[src/pdc_pkg.sv]
// ----------------------------------------------------------------------------
// pdc_pkg: shared types and constants for the parallel drum controller
// Word layouts of the item and result channels, operation and device codes,
// and the reset values of the controller state.
// ----------------------------------------------------------------------------
package pdc_pkg;

    // Drum geometry. The track length is a power of two, so the position
    // wraps by plain overflow and a drum address reduces by a mask.
    localparam int unsigned TRACK_WORDS = 4096;
    localparam int unsigned POS_W       = $clog2(TRACK_WORDS);
    localparam int unsigned COUNT_W     = 13;
    localparam int unsigned WAIT_W      = 13;

    // Configuration port.
    localparam int unsigned ADDR_W = 1;
    localparam int unsigned DATA_W = 32;
    localparam logic [ADDR_W-1:0] REG_TICKS_PER_WORD = ADDR_W'(0);

    // Reset values.
    localparam logic [15:0]        TICKS_RESET   = 16'd85;
    localparam logic [3:0]         CHANNEL_RESET = 4'd5;
    localparam logic [COUNT_W-1:0] COUNT_RESET   = COUNT_W'(TRACK_WORDS);

    // Flags returned by a position read when a timing error was seen.
    localparam logic [17:0] TIMING_ERROR_FLAGS = 18'o500000;

    typedef enum logic [1:0] {
        OP_IOT        = 2'd0,
        OP_TICK       = 2'd1,
        OP_WRITE_FAIL = 2'd2
    } pdc_op_t;

    typedef enum logic [1:0] {
        DEV_DIA_DBA = 2'd0,
        DEV_DWC_DRA = 2'd1,
        DEV_DCL_DSS = 2'd2
    } pdc_device_t;

    localparam logic [1:0] DONE_KEEP  = 2'd0;
    localparam logic [1:0] DONE_CLEAR = 2'd1;
    localparam logic [1:0] DONE_SET   = 2'd2;

    localparam logic [1:0] MULTI_KEEP    = 2'd0;
    localparam logic [1:0] MULTI_DISABLE = 2'd1;
    localparam logic [1:0] MULTI_ENABLE  = 2'd2;

    typedef struct packed {
        logic [1:0]  op;
        logic [1:0]  device;
        logic        sub_select;
        logic [17:0] io_in;
        logic        channel_busy;
    } pdc_item_t;

    typedef struct packed {
        logic [17:0]        io_out;
        logic               io_load;
        logic [1:0]         done_action;
        logic               break_request;
        logic [3:0]         break_channel;
        logic [1:0]         multi_level_action;
        logic               transfer_start;
        logic [1:0]         transfer_mode;
        logic [15:0]        transfer_core_address;
        logic [9:0]         transfer_fields;
        logic [11:0]        transfer_drum_address;
        logic [COUNT_W-1:0] transfer_length;
    } pdc_result_t;

endpackage

[src/parallel_drum_controller_core.sv]
// ----------------------------------------------------------------------------
// parallel_drum_controller_core: drum controller with IOT access decode
// Path: an accepted item word is held in the item register, and its result
// word is presented from the result register; a result stall can hold it.
// Throughput: one item word per cycle while the result side keeps up; the
// single decode and update stage between the two registers sets this figure.
// Reset: rst_n clears all controller state at once; no clearing pass.
// ----------------------------------------------------------------------------
module parallel_drum_controller_core (
    input  logic                       clk,
    input  logic                       rst_n,
    // Item channel.
    input  logic                       item_valid,
    output logic                       item_stall,
    input  pdc_pkg::pdc_item_t         item,
    // Result channel.
    output logic                       result_valid,
    input  logic                       result_stall,
    output pdc_pkg::pdc_result_t       result,
    // Configuration port.
    input  logic                       psel,
    input  logic                       penable,
    input  logic                       pwrite,
    input  logic [pdc_pkg::ADDR_W-1:0] paddr,
    input  logic [pdc_pkg::DATA_W-1:0] pwdata,
    output logic [pdc_pkg::DATA_W-1:0] prdata,
    output logic                       pready
);
    import pdc_pkg::*;

    // ------------------------------------------------------------------
    // Pipeline control.
    // The item register holds one accepted word. It moves into the result
    // register whenever that register is empty or is being drained in the
    // same cycle, so a new word is taken every cycle while the result side
    // keeps up. When the result side stalls, the item register stays full
    // and the item channel stalls with it.
    // ------------------------------------------------------------------
    logic        s1_valid_reg;
    pdc_item_t   s1_item_reg;
    logic        result_valid_reg;
    pdc_result_t result_reg;
    logic        advance;

    assign advance    = s1_valid_reg && (!result_valid_reg || !result_stall);
    assign item_stall = s1_valid_reg && !advance;

    // ------------------------------------------------------------------
    // Controller state.
    // ------------------------------------------------------------------
    logic [15:0]        ticks_per_word_reg;
    logic [15:0]        tick_divider_reg,      tick_divider_next;
    logic [POS_W-1:0]   drum_position_reg,     drum_position_next;
    logic               read_enable_reg,       read_enable_next;
    logic               write_enable_reg,      write_enable_next;
    logic [4:0]         read_field_reg,        read_field_next;
    logic [4:0]         write_field_reg,       write_field_next;
    logic [11:0]        start_address_reg,     start_address_next;
    logic [COUNT_W-1:0] word_count_reg,        word_count_next;
    logic [3:0]         core_bank_reg,         core_bank_next;
    logic [11:0]        core_address_reg,      core_address_next;
    logic               transfer_busy_reg,     transfer_busy_next;
    logic               break_pending_reg,     break_pending_next;
    logic [WAIT_W-1:0]  words_remaining_reg,   words_remaining_next;
    logic               timing_error_reg,      timing_error_next;
    logic [3:0]         interrupt_channel_reg, interrupt_channel_next;

    pdc_result_t        result_next;

    // Helpers for the tick and transfer start paths.
    logic [16:0]        divider_sum;
    logic               word_advanced;
    logic [POS_W-1:0]   target_word;
    logic [POS_W-1:0]   latency;

    // The break and latency both use the drum address reduced to the track.
    assign target_word = start_address_reg[POS_W-1:0];
    // Forward rotational distance from the current position to the target.
    assign latency     = target_word - drum_position_reg;

    // ------------------------------------------------------------------
    // Configuration port. Every access completes in its access cycle.
    // ------------------------------------------------------------------
    assign pready = 1'b1;

    always_comb
    begin
        prdata = '0;
        if (paddr == REG_TICKS_PER_WORD)
        begin
            prdata = DATA_W'(ticks_per_word_reg);
        end
    end

    // ------------------------------------------------------------------
    // Decode and update. Everything one item does to the state and to its
    // result word is worked out here in a single pass.
    // ------------------------------------------------------------------
    always_comb
    begin
        tick_divider_next      = tick_divider_reg;
        drum_position_next     = drum_position_reg;
        read_enable_next       = read_enable_reg;
        write_enable_next      = write_enable_reg;
        read_field_next        = read_field_reg;
        write_field_next       = write_field_reg;
        start_address_next     = start_address_reg;
        word_count_next        = word_count_reg;
        core_bank_next         = core_bank_reg;
        core_address_next      = core_address_reg;
        transfer_busy_next     = transfer_busy_reg;
        break_pending_next     = break_pending_reg;
        words_remaining_next   = words_remaining_reg;
        timing_error_next      = timing_error_reg;
        interrupt_channel_next = interrupt_channel_reg;
        result_next            = '0;
        divider_sum            = {1'b0, tick_divider_reg} + 17'd1;
        word_advanced          = 1'b0;

        case (s1_item_reg.op)
            OP_IOT:
            begin
                case (s1_item_reg.device)
                    DEV_DIA_DBA:
                    begin
                        // Load the drum address and read setup. This also
                        // aborts a running transfer and arms or disarms the
                        // break, depending on the variant.
                        result_next.done_action = DONE_CLEAR;
                        transfer_busy_next      = 1'b0;
                        read_enable_next        = s1_item_reg.io_in[17];
                        write_enable_next       = 1'b0;
                        start_address_next      = s1_item_reg.io_in[11:0];
                        read_field_next         = s1_item_reg.io_in[16:12];
                        break_pending_next      = s1_item_reg.sub_select;
                    end
                    DEV_DWC_DRA:
                    begin
                        if (s1_item_reg.sub_select)
                        begin
                            // Position readout, with the error flags folded
                            // in once and then cleared.
                            result_next.io_out  = 18'(drum_position_reg);
                            result_next.io_load = 1'b1;
                            if (timing_error_reg)
                            begin
                                result_next.io_out = 18'(drum_position_reg)
                                                   | TIMING_ERROR_FLAGS;
                                timing_error_next  = 1'b0;
                            end
                        end
                        else
                        begin
                            // Write setup and word count; a zero count
                            // stands for the whole track.
                            write_enable_next = s1_item_reg.io_in[17];
                            write_field_next  = s1_item_reg.io_in[16:12];
                            word_count_next   = {1'b0, s1_item_reg.io_in[11:0]};
                            if (s1_item_reg.io_in[11:0] == 12'd0)
                            begin
                                word_count_next = COUNT_W'(TRACK_WORDS);
                            end
                        end
                    end
                    DEV_DCL_DSS:
                    begin
                        if (s1_item_reg.sub_select)
                        begin
                            // Interrupt mode and channel change.
                            result_next.multi_level_action =
                                s1_item_reg.io_in[5] ? MULTI_ENABLE : MULTI_DISABLE;
                            if (s1_item_reg.io_in[4])
                            begin
                                result_next.io_out     = 18'(interrupt_channel_reg);
                                result_next.io_load    = 1'b1;
                                interrupt_channel_next = s1_item_reg.io_in[3:0];
                            end
                        end
                        else
                        begin
                            // Core address load, and a transfer start when
                            // either direction is enabled. A whole-track
                            // transfer can begin anywhere, so it waits for
                            // no rotational latency.
                            core_bank_next    = s1_item_reg.io_in[15:12];
                            core_address_next = s1_item_reg.io_in[11:0];
                            if (read_enable_reg || write_enable_reg)
                            begin
                                words_remaining_next = word_count_reg;
                                if (word_count_reg != COUNT_W'(TRACK_WORDS))
                                begin
                                    words_remaining_next = word_count_reg
                                                         + WAIT_W'(latency);
                                end
                                transfer_busy_next = 1'b1;
                                break_pending_next = 1'b0;
                                result_next.transfer_start = 1'b1;
                                result_next.transfer_mode  =
                                    {write_enable_reg, read_enable_reg};
                                result_next.transfer_core_address =
                                    {s1_item_reg.io_in[15:12], s1_item_reg.io_in[11:0]};
                                result_next.transfer_fields =
                                    {read_field_reg, write_field_reg};
                                result_next.transfer_drum_address = start_address_reg;
                                result_next.transfer_length       = word_count_reg;
                            end
                        end
                    end
                    default:
                    begin
                    end
                endcase
            end
            OP_TICK:
            begin
                // Word timing. A zero setting behaves like one, since the
                // incremented divider always reaches it.
                tick_divider_next = divider_sum[15:0];
                if (divider_sum >= {1'b0, ticks_per_word_reg})
                begin
                    tick_divider_next  = 16'd0;
                    drum_position_next = drum_position_reg + POS_W'(1);
                    word_advanced      = 1'b1;
                end
                if (transfer_busy_reg)
                begin
                    if (word_advanced && words_remaining_reg != '0)
                    begin
                        words_remaining_next = words_remaining_reg - WAIT_W'(1);
                    end
                    if (words_remaining_next == '0 && !s1_item_reg.channel_busy)
                    begin
                        transfer_busy_next      = 1'b0;
                        result_next.done_action = DONE_SET;
                    end
                end
                // The break compares against the position after this tick.
                if (break_pending_reg && drum_position_next == target_word)
                begin
                    break_pending_next          = 1'b0;
                    result_next.break_request   = 1'b1;
                end
            end
            OP_WRITE_FAIL:
            begin
                timing_error_next = 1'b1;
            end
            default:
            begin
            end
        endcase

        result_next.break_channel = interrupt_channel_next;
    end

    // ------------------------------------------------------------------
    // Control and state registers.
    // ------------------------------------------------------------------
    always_ff @(posedge clk or negedge rst_n)
    begin
        if (!rst_n)
        begin
            s1_valid_reg          <= 1'b0;
            result_valid_reg      <= 1'b0;
            ticks_per_word_reg    <= TICKS_RESET;
            tick_divider_reg      <= '0;
            drum_position_reg     <= '0;
            read_enable_reg       <= 1'b0;
            write_enable_reg      <= 1'b0;
            read_field_reg        <= '0;
            write_field_reg       <= '0;
            start_address_reg     <= '0;
            word_count_reg        <= COUNT_RESET;
            core_bank_reg         <= '0;
            core_address_reg      <= '0;
            transfer_busy_reg     <= 1'b0;
            break_pending_reg     <= 1'b0;
            words_remaining_reg   <= '0;
            timing_error_reg      <= 1'b0;
            interrupt_channel_reg <= CHANNEL_RESET;
        end
        else
        begin
            if (psel && penable && pwrite && pready && paddr == REG_TICKS_PER_WORD)
            begin
                ticks_per_word_reg <= pwdata[15:0];
            end

            if (!item_stall)
            begin
                s1_valid_reg <= item_valid;
            end

            if (advance)
            begin
                result_valid_reg <= 1'b1;
            end
            else if (!result_stall)
            begin
                result_valid_reg <= 1'b0;
            end

            if (advance)
            begin
                tick_divider_reg      <= tick_divider_next;
                drum_position_reg     <= drum_position_next;
                read_enable_reg       <= read_enable_next;
                write_enable_reg      <= write_enable_next;
                read_field_reg        <= read_field_next;
                write_field_reg       <= write_field_next;
                start_address_reg     <= start_address_next;
                word_count_reg        <= word_count_next;
                core_bank_reg         <= core_bank_next;
                core_address_reg      <= core_address_next;
                transfer_busy_reg     <= transfer_busy_next;
                break_pending_reg     <= break_pending_next;
                words_remaining_reg   <= words_remaining_next;
                timing_error_reg      <= timing_error_next;
                interrupt_channel_reg <= interrupt_channel_next;
            end
        end
    end

    // Payload registers carry no reset.
    always_ff @(posedge clk)
    begin
        if (!item_stall && item_valid)
        begin
            s1_item_reg <= item;
        end
        if (advance)
        begin
            result_reg <= result_next;
        end
    end

    assign result_valid = result_valid_reg;
    assign result       = result_reg;

`ifndef SYNTHESIS
    // The item channel only stalls while a word waits in the item register.
    a_stall_needs_word: assert property (@(posedge clk) disable iff (!rst_n)
        item_stall |-> s1_valid_reg)
        else $error("item stall without a held word");

    // A completed transfer leaves the controller idle.
    a_done_ends_busy: assert property (@(posedge clk) disable iff (!rst_n)
        (advance && result_next.done_action == DONE_SET) |=> !transfer_busy_reg)
        else $error("done set while transfer still busy");

    // A break fires once and disarms.
    a_break_disarms: assert property (@(posedge clk) disable iff (!rst_n)
        (advance && result_next.break_request) |=> !break_pending_reg)
        else $error("break still pending after firing");

    // A started transfer always has a direction enabled.
    a_start_has_mode: assert property (@(posedge clk) disable iff (!rst_n)
        (result_valid_reg && result_reg.transfer_start) |-> result_reg.transfer_mode != 2'd0)
        else $error("transfer started with no direction");
`endif

endmodule

[config.mk]
export PLATFORM = sky130hd
export DESIGN_NAME = parallel_drum_controller_core
export DESIGN_NICKNAME = d
export VERILOG_FILES = /design/src/pdc_pkg.sv /design/src/parallel_drum_controller_core.sv
export SDC_FILE = /design/constraint.sdc
export NUM_CORES = 1
export LEC_CHECK = 0
export BUFFER_PORTS_ARGS = -buffer_cell sky130_fd_sc_hd__buf_2
export CORE_MARGIN = 4
export CORE_UTILIZATION = 33
export CTS_CLUSTER_DIAMETER = 50
export DETAILED_ROUTE_END_ITERATION = 7
export PLACE_DENSITY = 0.57
export SYNTH_ARGS = -nofsm -noshare
export SYNTH_HDL_FRONTEND = slang
export SYNTH_SLANG_ARGS = --single-unit
[constraint.sdc]
create_clock -name clk -period 7.3 [get_ports clk]
set_input_delay 0.73 -clock clk [delete_from_list [all_inputs] [get_ports clk]]
set_output_delay 0.73 -clock clk [all_outputs]
set_load 0.01 [all_outputs]
==> Word level (Yosys, flattened, before mapping) <==
Cells that the tools add are included.
{ "totals": {"inputBits": 64, "out_inout_bits": 117, "ff_bits": 209} }
{ "classes": {"muxes": 50, "bitwise": 5, "eq_ne": 18, "n_reduce_logical": 35, "n_addsub": 5, "n_lt_le_gt_ge": 1} }
{ "ops": {"columns": ["op", "n"], "rows": [
  ["13-bit two-way mux", 9],
  ["54-bit two-way mux", 1],
  ["19-bit two-way mux", 2],
  ["19-bit case mux with 2 select lines", 1],
  ["16-bit two-way mux", 2],
  ["13-bit case mux with 2 select lines", 1],
  ["12-bit two-way mux", 2],
  ["18-bit two-way mux", 1],
  ["16-bit by 1-bit adder with 17-bit output (second input constant)", 1],
  ["17-bit by 16-bit greater-or-equal comparator with 1-bit output", 1],
  ["1-bit two-way mux", 16],
  ["4-bit two-way mux", 4],
  ["13-bit by 12-bit adder with 13-bit output", 1],
  ["13-bit zero test", 1],
  ["13-bit inequality test (second input constant)", 1],
  ["13-bit nonzero test", 1],
  ["13-bit by 1-bit subtractor with 13-bit output (second input constant)", 1],
  ["12-bit by 1-bit adder with 12-bit output (second input constant)", 1],
  ["12-bit equality test", 1],
  ["12-bit zero test", 1],
  ["2-bit inequality test (second input constant)", 6],
  ["1-bit case mux with 2 select lines", 6],
  ["4-bit AND reduction", 3],
  ["6-bit AND reduction", 2],
  ["other kinds (20)", 48]
]} }

==> Depth between registers and ports, before layout <==
Gate-level depths: netlist of run 1.
{ "depth": {"depth_word": 13, "depth_mapped": 20, "depth_no_buf": 20} }

==> Worst setup path before layout of run 1 <==
No wires, ideal clock.
{ "synth_path": {"kind": "in2reg", "start": "input result_stall", "end": "register word_count_reg[0]", "arrival_time_ns": 4.047, "t_required_ns": 7.175, "path_stages": 6, "setup_ns": 0.125, "setup_slack_ns": 3.128, "cell_sequence": "nand2_1 > nand2_1 > clkinv_1 > nand4b_1 > buf_1 > mux2_2"} }
{ "synth_via": {"elab_chain_len": 4} }
{ "synth_lines": {"columns": ["element", "line", "text"], "rows": [
  ["start: declaration", "parallel_drum_controller_core.sv:18", "input logic result_stall,"],
  ["1-bit zero test", null, null],
  ["1-bit logical OR", "parallel_drum_controller_core.sv:45", "assign advance = s1_valid_reg && (!result_valid_reg || !result_stall);"],
  ["1-bit logical AND", "parallel_drum_controller_core.sv:45", null],
  ["via advance", "parallel_drum_controller_core.sv:43", "logic advance;"],
  ["4-bit AND reduction (no source line)", null, null],
  ["end signal: assignment", "parallel_drum_controller_core.sv:312", "word_count_reg <= word_count_next;"],
  ["end: declaration", "parallel_drum_controller_core.sv:59", "logic [COUNT_W-1:0] word_count_reg, word_count_next;"]
]} }
The timed path passes the listed nets, and every way through them passes these cells.
A chain may end at the register's enable or synchronous reset.

==> results of run 1 <==
-- Yosys cell counts (6+ instances only) --
master	instances	area, µm²
sky130_fd_sc_hd__nor2b_1	52	325
sky130_fd_sc_hd__nand2_1	82	308
sky130_fd_sc_hd__nand3_1	20	100
sky130_fd_sc_hd__xnor2_1	42	368
sky130_fd_sc_hd__a31oi_1	10	62.6
sky130_fd_sc_hd__o21ai_0	49	245
sky130_fd_sc_hd__a21oi_1	29	145
sky130_fd_sc_hd__nand4_1	6	37.5
sky130_fd_sc_hd__dfrtp_1	96	2400
sky130_fd_sc_hd__clkbuf_1	31	116
sky130_fd_sc_hd__nor4_1	9	56.3
sky130_fd_sc_hd__dfstp_2	7	184
sky130_fd_sc_hd__nor3_1	27	135
sky130_fd_sc_hd__a21o_1	13	97.6
sky130_fd_sc_hd__a22oi_1	10	75.1
sky130_fd_sc_hd__ha_1	45	563
sky130_fd_sc_hd__or3_1	6	37.5
sky130_fd_sc_hd__and3_1	11	68.8
sky130_fd_sc_hd__inv_1	47	176
sky130_fd_sc_hd__buf_4	23	173
sky130_fd_sc_hd__edfxtp_1	101	3030
sky130_fd_sc_hd__nor2_1	70	263
sky130_fd_sc_hd__mux2_2	53	597
sky130_fd_sc_hd__xor2_1	20	175
sky130_fd_sc_hd__nand2b_1	6	37.5
sky130_fd_sc_hd__and2_1	8	50.1
sky130_fd_sc_hd__a32oi_1	6	52.6
-- power by group through the flow --
stage / Sequential (mW) / Clock [mW] / Combinational [mW]
after floorplan: 1.54 / 0 / 0.875
after global placement: 1.60 / 0 / 1.13
after detailed placement: 1.60 / 0 / 1.15
after CTS: 1.59 / 1.33 / 1.16
after global routing: 1.61 / 1.38 / 1.30
final: 1.59 / 1.29 / 1.15
-- logic make-up after synthesis --
family | after synthesis | share of synthesized area, %
buffers and inverters | 105 | 4.63
other | 2 | 0.0713
flip-flops | 204 | 53.3
adder cells (fa/ha/maj) | 47 | 5.72
AND/OR/NAND/NOR | 320 | 15.4
multiplexers | 54 | 5.76
AO/OA/AOI/OAI | 163 | 9.90
XOR/XNOR | 62 | 5.15
-- layout make-up --
cell class,count,area (µm²)
tap,402,503
clock buffer,36,772
sequential,204,5620
multi-input combinational,667,4510
clock inverter,17,130
timing repair buffer,151,778
fill,3140,19100
inverter,48,181
-- worst max path at each step --
stage                     depth (start not counted)  slack, ns                             from                       endpoint
final                                            14       2.35  tick_divider_reg[6]$_DFFE_PN0P_           result[62]$_DFFE_PP_
after global routing                             15       1.83  tick_divider_reg[0]$_DFFE_PN0P_           result[62]$_DFFE_PP_
after CTS                                        14       2.36  tick_divider_reg[6]$_DFFE_PN0P_           result[62]$_DFFE_PP_
after detailed placement                         14       2.40  tick_divider_reg[6]$_DFFE_PN0P_           result[62]$_DFFE_PP_
after global placement                           14       2.45  tick_divider_reg[6]$_DFFE_PN0P_           result[62]$_DFFE_PP_
after floorplan                                   6       3.13                     result_stall  word_count_reg[0]$_DFFE_PN0P_
-- layer usage --
| layer | vias to the layer above | GRT usage (%) |
|---|---|---|
| li1 | 3665 | - |
| met4 | 0 | 3.84 |
| met1 | 3671 | 20.9 |
| met3 | 46 | 3.11 |
| met2 | 192 | 23.2 |
| met5 | - | 0 |
-- stage by stage --
step	total power, mW	instance area [µm²]	setup WS, ns	utilization, %	std cells
floorplan	2.42	10600	3.13	-	976
global placement	2.73	11600	2.45	36.7	1472
detailed placement	2.75	11600	2.40	36.7	1472
CTS	4.08	12500	2.36	39.6	1525
finish	4.03	12500	2.35	39.6	1525
global route	4.30	12500	1.83	39.6	1525
-- worst max-delay path, delay by kind of cell (launching register included) --
family	cells	cell delay, ns
and+or+nand+nor	9	2.68
DFF	1	0.44
AOI/OAI and AO/OA	3	1.17
xor gates and xnor gates	1	0.24
adders and majority gates	1	0.29
==> impl_summary.log, run 1 <==
INFO  metric endpoint_kind = register
INFO  metric mostFrequentLayoutCells = sky130_fd_sc_hd__buf_2 (142), sky130_fd_sc_hd__edfxtp_1 (101), sky130_fd_sc_hd__dfrtp_1 (96)
INFO  metric initial_antenna_violation_count = 0
INFO  metric holdBufCountCts = 0
INFO  metric clk_pin_slew_worst_paths = around 0.060 ns
INFO  metric drive_gt1_share = between 20% and 30%
INFO  metric timing.critical_path.required = 7.70 ns
INFO  metric timing.final.hold_violations = 0
INFO  metric routabilityCongestion = 0.885
INFO  metric largest_register_ffs = 77
INFO  metric drt-pass1-iter-count = 5
INFO  metric floorplan.core_area = between 30,000 and 40,000 µm²
INFO  metric worst-path-max-fanout = 13
INFO  metric regToRegSetupSlack = approximately 2.4 ns
INFO  metric max_stage_delay = approximately 0.63 ns
INFO  metric antenna_violating_nets_post_route = 0
INFO  metric clk_root_buffer_cell = sky130_fd_sc_hd__clkbuf_16
INFO  metric power_frac_seq = between 30% and 40%
INFO  metric drt_met1_wl = between 10,000 and 15,000 µm
INFO  metric synthesis.area = between 10,000 and 15,000 µm²
INFO  metric post-cts-setup-buffer-count = 0
INFO  metric reg2regPathDepth = 14
INFO  metric route.detailed.drc = 0
INFO  metric p_leak = ~5.4 nW
INFO  metric floorplan.io_pins = between 150 and 200
INFO  metric hp-class = in2async
INFO  metric netlist_instances = roughly 960
INFO  metric rr_endpoint = result[62]$_DFFE_PP_
INFO  metric seq_area_frac_synth = a little over half
INFO  metric critPathLaunchType = register
INFO  metric initial_core_utilization = around a third
INFO  metric portBuffers = 143
INFO  metric slew_headroom = between 30% and 40%
INFO  metric part_of_the_total_power_dissipated_in_combinational_logic = between 20 and 30%
INFO  metric total_of_flip_flops_plus_latches_after_synthesis = 204
INFO  metric met2RoutedLength = 11,900 µm
INFO  metric power_density = 322 nW/µm²
INFO  metric via_per_inst = 4.97
INFO  metric fin_worst_hold_slack = between 0.2 and 0.25 ns
INFO  metric core.rowCount = between 60 and 70
INFO  metric dr_total_vias = between 7,000 and 8,000
INFO  metric status = finished clean
INFO  metric die_w = roughly 190 µm
INFO  metric power_report.internal_total = between 2 and 3 mW
INFO  metric routed_length_on_met3 = 1420 µm
INFO  metric grt.total_usage = between 10 and 15%
INFO  metric crit_chain = nand3_1, or4_1, nor2_1, and2_1, xor2_1, ha_1, and3_1, a221oi_1, and2_4, nand2_1, a2111oi_0, o221ai_1, or4_1, nor2_1
INFO  metric count_of_unique_library_cells_instantiated_by_yosys = 68
INFO  metric setup-violations-final = 0
INFO  metric routed_wl = approximately 26,000 µm
INFO  metric async_reset_ff_share = just over 50%
INFO  metric maximum_number_of_pins_on_one_net_before_global_route_repair = 56
INFO  metric cts-buffers-inserted = 29
INFO  metric h_tree_level_count = 1
INFO  metric critical_path_arrival = 5.35 ns
INFO  metric syn_to_final_growth = 18.6%
INFO  metric synthFlopType = sky130_fd_sc_hd__edfxtp_1
INFO  metric design.die.area = 34,900 µm²
INFO  metric timing.setup.critical_path_class = reg2reg
INFO  metric post_cts.resized_instances = 0
INFO  metric rr_startpoint = tick_divider_reg[6]$_DFFE_PN0P_
INFO  metric switching_pwr = 1.36 mW
INFO  metric max_clock_freq = between 0.2 and 0.25 GHz
INFO  metric share_clk_of_total_power = about 32%
INFO  metric worstSkewPairLatency = between 0.5 and 0.6 ns
INFO  metric rsz0062_at_grt = false
INFO  metric design.final.nets = roughly 1,200
INFO  metric post-route-period-util = 67.8%
INFO  metric power.switching_fraction = 33.7%
INFO  metric syn-mean-instance-area = about 11 µm²
INFO  metric finalSetupTns = 0 ns
INFO  metric final.setup_skew = between 0.015 and 0.02 ns
INFO  metric cts.sink_count = just over 200
INFO  metric avgRoutedWirePerCell = about 17 µm
INFO  metric timing.final.crit_period = approximately 4.9 ns
INFO  metric worst_slew_pin_slew = between 0.9 and 1 ns
INFO  metric globalRoute.totalOverflow = 0
INFO  metric drt-initial-drc-count = roughly 550
INFO  metric fp.dieH = ~190 µm
INFO  metric critPathSlowestCell = sky130_fd_sc_hd__or4_1
INFO  metric num_antenna_cells = 0
INFO  metric dp_hpwl = between 15,000 and 20,000 µm
INFO  metric highest_metal_used = met4
INFO  metric yosys_warnings = 0
INFO  metric drv_cap = 0
INFO  metric wire_length_of_the_first_global_routing_pass = around 42,000 µm
INFO  metric vdd_ir_drop_max = 0.145 mV
INFO  metric cts_tree = yes
INFO  metric number_of_synthesized_flops_with_an_enable_pin = roughly 100
INFO  metric vias_in_the_first_global_route = 7,562
INFO  metric maxSlewViolCount = 0
INFO  metric layout_commonest_cell = sky130_fd_sc_hd__buf_2
INFO  metric cts_max_path_buffers = 3
No activity file was read; power rests on OpenSTA's default activity.
==> run 2: changes to the inputs <==
ABC_AREA = 1   (was not set)
PLACE_DENSITY = 0.58   (was 0.57)
clock period = 4.4 ns   (was 7.3 ns; I/O delays follow)
==> impl_summary.log, run 2 <==
INFO  metric dr_total_vias = about 8,500
INFO  metric core.rowCount = between 60 and 70
INFO  metric hp-class = in2async
INFO  metric initial_core_utilization = about a third
INFO  metric timing.critical_path.required = between 4 and 5 ns
INFO  metric max_stage_delay = between 0.4 and 0.5 ns
INFO  metric regToRegSetupSlack = 0.45 ns
INFO  metric fin_worst_hold_slack = -0.00479 ns
INFO  metric vias_in_the_first_global_route = about 8,500
INFO  metric final_setup_margin = roughly 0.45 ns
INFO  metric dp_hpwl = ~20,000 µm
INFO  metric async_reset_ff_share = a little over 50%
INFO  metric critical_path_arrival = between 4 and 5 ns
INFO  metric routed_wl = between 20,000 and 30,000 µm
INFO  metric design.final.nets = around 1,500
INFO  metric timing.final.crit_period = between 3 and 4 ns
INFO  metric worstSkewPairLatency = a little under 0.6 ns
INFO  metric drt-pass1-iter-count = 7
INFO  metric design.die.area = around 35,000 µm²
INFO  metric routabilityCongestion = between 0.8 and 0.9
INFO  metric clk_root_buffer_cell = sky130_fd_sc_hd__clkbuf_16
INFO  metric critPathSlowestCell = sky130_fd_sc_hd__or4_4
INFO  metric drt-initial-drc-count = between 400 and 500
INFO  metric cts_tree = yes
INFO  metric clk_pin_slew_worst_paths = approximately 0.060 ns
INFO  metric seq_area_frac_synth = 52.5%
INFO  metric detailedPlace.worstSlack = 0.144 ns
INFO  metric netlist_instances = ~1,200
INFO  metric timing.final.hold_violations = 1
INFO  metric number_of_synthesized_flops_with_an_enable_pin = a little over 100
INFO  metric reg2regPathDepth = 23
INFO  metric drive_gt1_share = between 10% and 20%
INFO  metric setup-violations-final = 0
INFO  metric worst_slew_pin_slew = around 1.1 ns
INFO  metric final.setup_skew = 0.0351 ns
INFO  metric rr_endpoint = result[62]$_DFFE_PP_
INFO  metric route.detailed.drc = 0
INFO  metric worst-path-max-fanout = 12
INFO  metric die_w = approximately 190 µm
INFO  metric wire_length_of_the_first_global_routing_pass = ~45,000 µm
INFO  metric syn_to_final_growth = 21.9%
INFO  metric layout_commonest_cell = sky130_fd_sc_hd__nand2_1
INFO  metric slew_headroom = between 20 and 25%
INFO  metric critPathLaunchType = register
INFO  metric rr_startpoint = tick_divider_reg[0]$_DFFE_PN0P_
INFO  metric yosys_warnings = 0
INFO  metric synthFlopType = sky130_fd_sc_hd__edfxtp_1
INFO  metric fp.dieH = roughly 190 µm
INFO  metric floorplan.core_area = ~32,000 µm²
INFO  metric portBuffers = around 140
INFO  metric post-route-period-util = roughly nine tenths
INFO  metric floorplan.io_pins = roughly 180
INFO  metric vdd_ir_drop_max = 0.343 mV
INFO  metric count_of_unique_library_cells_instantiated_by_yosys = 51
INFO  metric synthesis.area = between 10,000 and 15,000 µm²
INFO  metric crit_chain = ha_1, nand2_1, inv_1, nand4_4, or4_4, nor2_4, nand2_1, xor2_1, inv_1, ha_1, a21oi_1, nor2_1, nor2_1, o21ai_2, nor2_8, nand3_4, nand2_4, clkinv_2, buf_4, o21ai_1, nor3_1, nand3_2, nor3_2
INFO  metric cts_max_path_buffers = 3
INFO  metric status = finished, violations left
INFO  metric p_leak = 6.14 nW
INFO  metric cts.sink_count = between 200 and 250
INFO  metric drv_cap = 0
INFO  metric globalRoute.totalOverflow = 0
INFO  metric cts-buffers-inserted = 30
INFO  metric power_density = between 600 and 700 nW/µm²
INFO  metric synth.largest_area_cell = sky130_fd_sc_hd__edfxtp_1
INFO  metric syn-mean-instance-area = 8.88 µm²
INFO  metric via_per_inst = ~4.6
INFO  metric violations = negative hold slack
INFO  metric largest_register_ffs = 77
INFO  metric final_area = roughly 13,000 µm²
INFO  metric antenna_violating_nets_post_route = 0
INFO  metric holdBufCountCts = 0
INFO  metric grt.total_usage = approximately 15%
INFO  metric mostFrequentLayoutCells = sky130_fd_sc_hd__nand2_1 (217), sky130_fd_sc_hd__inv_1 (176), sky130_fd_sc_hd__nor2_1 (149)
INFO  metric top_cells_by_area_in_the_synthesized_netlist = sky130_fd_sc_hd__edfxtp_1 (28%), sky130_fd_sc_hd__dfrtp_1 (22%), sky130_fd_sc_hd__nand2_1 (7.6%), sky130_fd_sc_hd__inv_1 (6.2%), sky130_fd_sc_hd__nor2_1 (5.4%)
INFO  metric report.power.total = slightly below 8 mW
INFO  metric synthDominantCellAreaShare = 28.3%
INFO  metric initial_antenna_violation_count = 3
INFO  metric dpl_cell_area = around 12,000 µm²
INFO  metric maxSlewViolCount = 0
INFO  metric maximum_number_of_pins_on_one_net_before_global_route_repair = between 70 and 80
INFO  metric yosys.cell_count.top_type = sky130_fd_sc_hd__nand2_1
INFO  metric yosys-top-cells-count = sky130_fd_sc_hd__nand2_1 (218), sky130_fd_sc_hd__inv_1 (177), sky130_fd_sc_hd__nor2_1 (153), sky130_fd_sc_hd__edfxtp_1 (101), sky130_fd_sc_hd__o21ai_0 (99)
INFO  metric timing.setup.critical_path_class = reg2reg
INFO  metric total_of_flip_flops_plus_latches_after_synthesis = 204
INFO  metric avgRoutedWirePerCell = about 15 µm
INFO  metric max_clock_freq = approximately 0.25 GHz
INFO  metric endpoint_kind = register
INFO  metric h_tree_level_count = 1
run 2: final cells by class:
cell class,count,area (µm²)
diodes,1,2.50
repair buffers,165,883
inverters,181,681
flip-flops and latches,204,5620
clock buffers,35,790
well taps,435,544
clock inverters,21,280
fillers,3184,18700
multi-input cells,790,4260
run 2: critical path, delay by kind of cell, from the launching register on:
kind | cells | cell delay (ns)
xor gates and xnor gates | 1 | 0.15
adders and majority gates | 2 | 0.46
buffers and inverters | 4 | 0.52
DFF | 1 | 0.38
AOI/OAI and AO/OA | 3 | 0.43
and+or+nand+nor | 13 | 1.72
run 2: metal layers:
metal	GRT usage (%)	vias to the layer above	share of wire (%)
met2	24.2	229	45
met1	21.2	3901	46
met3	3.44	63	6.3
li1	-	4267	-
met4	4.71	4	3.1
met5	0	-	0.072
run 2: cells by family (layout without fill, tap and decap cells):
kind of cell               Yosys count  count (layout)  share of synthesized area [%]
DFF                                204             204                           52.5
adders and majority gates           47              47                           5.63
and+or+nand+nor                    491             492                           20.0
buffers and inverters              232             402                           9.09
xor gates and xnor gates            40              40                           3.27
AOI/OAI and AO/OA                  190             190                           9.47
other                                2              22                         0.0701
run 2: how the worst max path moves through the flow:
stage                                           endpoint  cells after the start                             from  slack (ns)
after CTS                           result[62]$_DFFE_PP_                     25  tick_divider_reg[0]$_DFFE_PN0P_        0.13
after detailed placement            result[62]$_DFFE_PP_                     25  tick_divider_reg[0]$_DFFE_PN0P_        0.14
after global placement     transfer_busy_reg$_DFFE_PN0P_                     26  tick_divider_reg[0]$_DFFE_PN0P_        0.16
final                               result[62]$_DFFE_PP_                     23  tick_divider_reg[0]$_DFFE_PN0P_        0.45
after global routing       break_pending_reg$_DFFE_PN0P_                     31  tick_divider_reg[2]$_DFFE_PN0P_      -0.008
after floorplan           write_field_reg[0]$_DFFE_PN0P_                      9                     result_stall        0.34
run 2: metrics by stage:
| step | setup TNS, ns | std cells | hold WS, ns | util, % |
|---|---|---|---|---|
| finish | 0 | 1832 | -0.00479 | 41.1 |
| global route | -0.00790 | 1832 | 0.0163 | 41.1 |
| CTS | 0 | 1828 | 0.0123 | 40.9 |
| detailed placement | 0 | 1772 | 0.480 | 37.5 |
| global placement | 0 | 1772 | 0.464 | 37.5 |
| floorplan | 0 | 1225 | 0.144 | - |
run 2: report_power, final:
group	total [mW]	switching (mW)	internal (mW)
logic	2.68	1.69	0.990
clock network	2.49	0.947	1.55
registers	2.69	0.293	2.39
total	7.86	2.93	4.93
run 2: what timing repair did:
item | 4_1_cts | 5_1_grt
resized for setup | 0 | 12
setup buffers | 0 | 2
endpoints found under the setup margin | 0 | 20
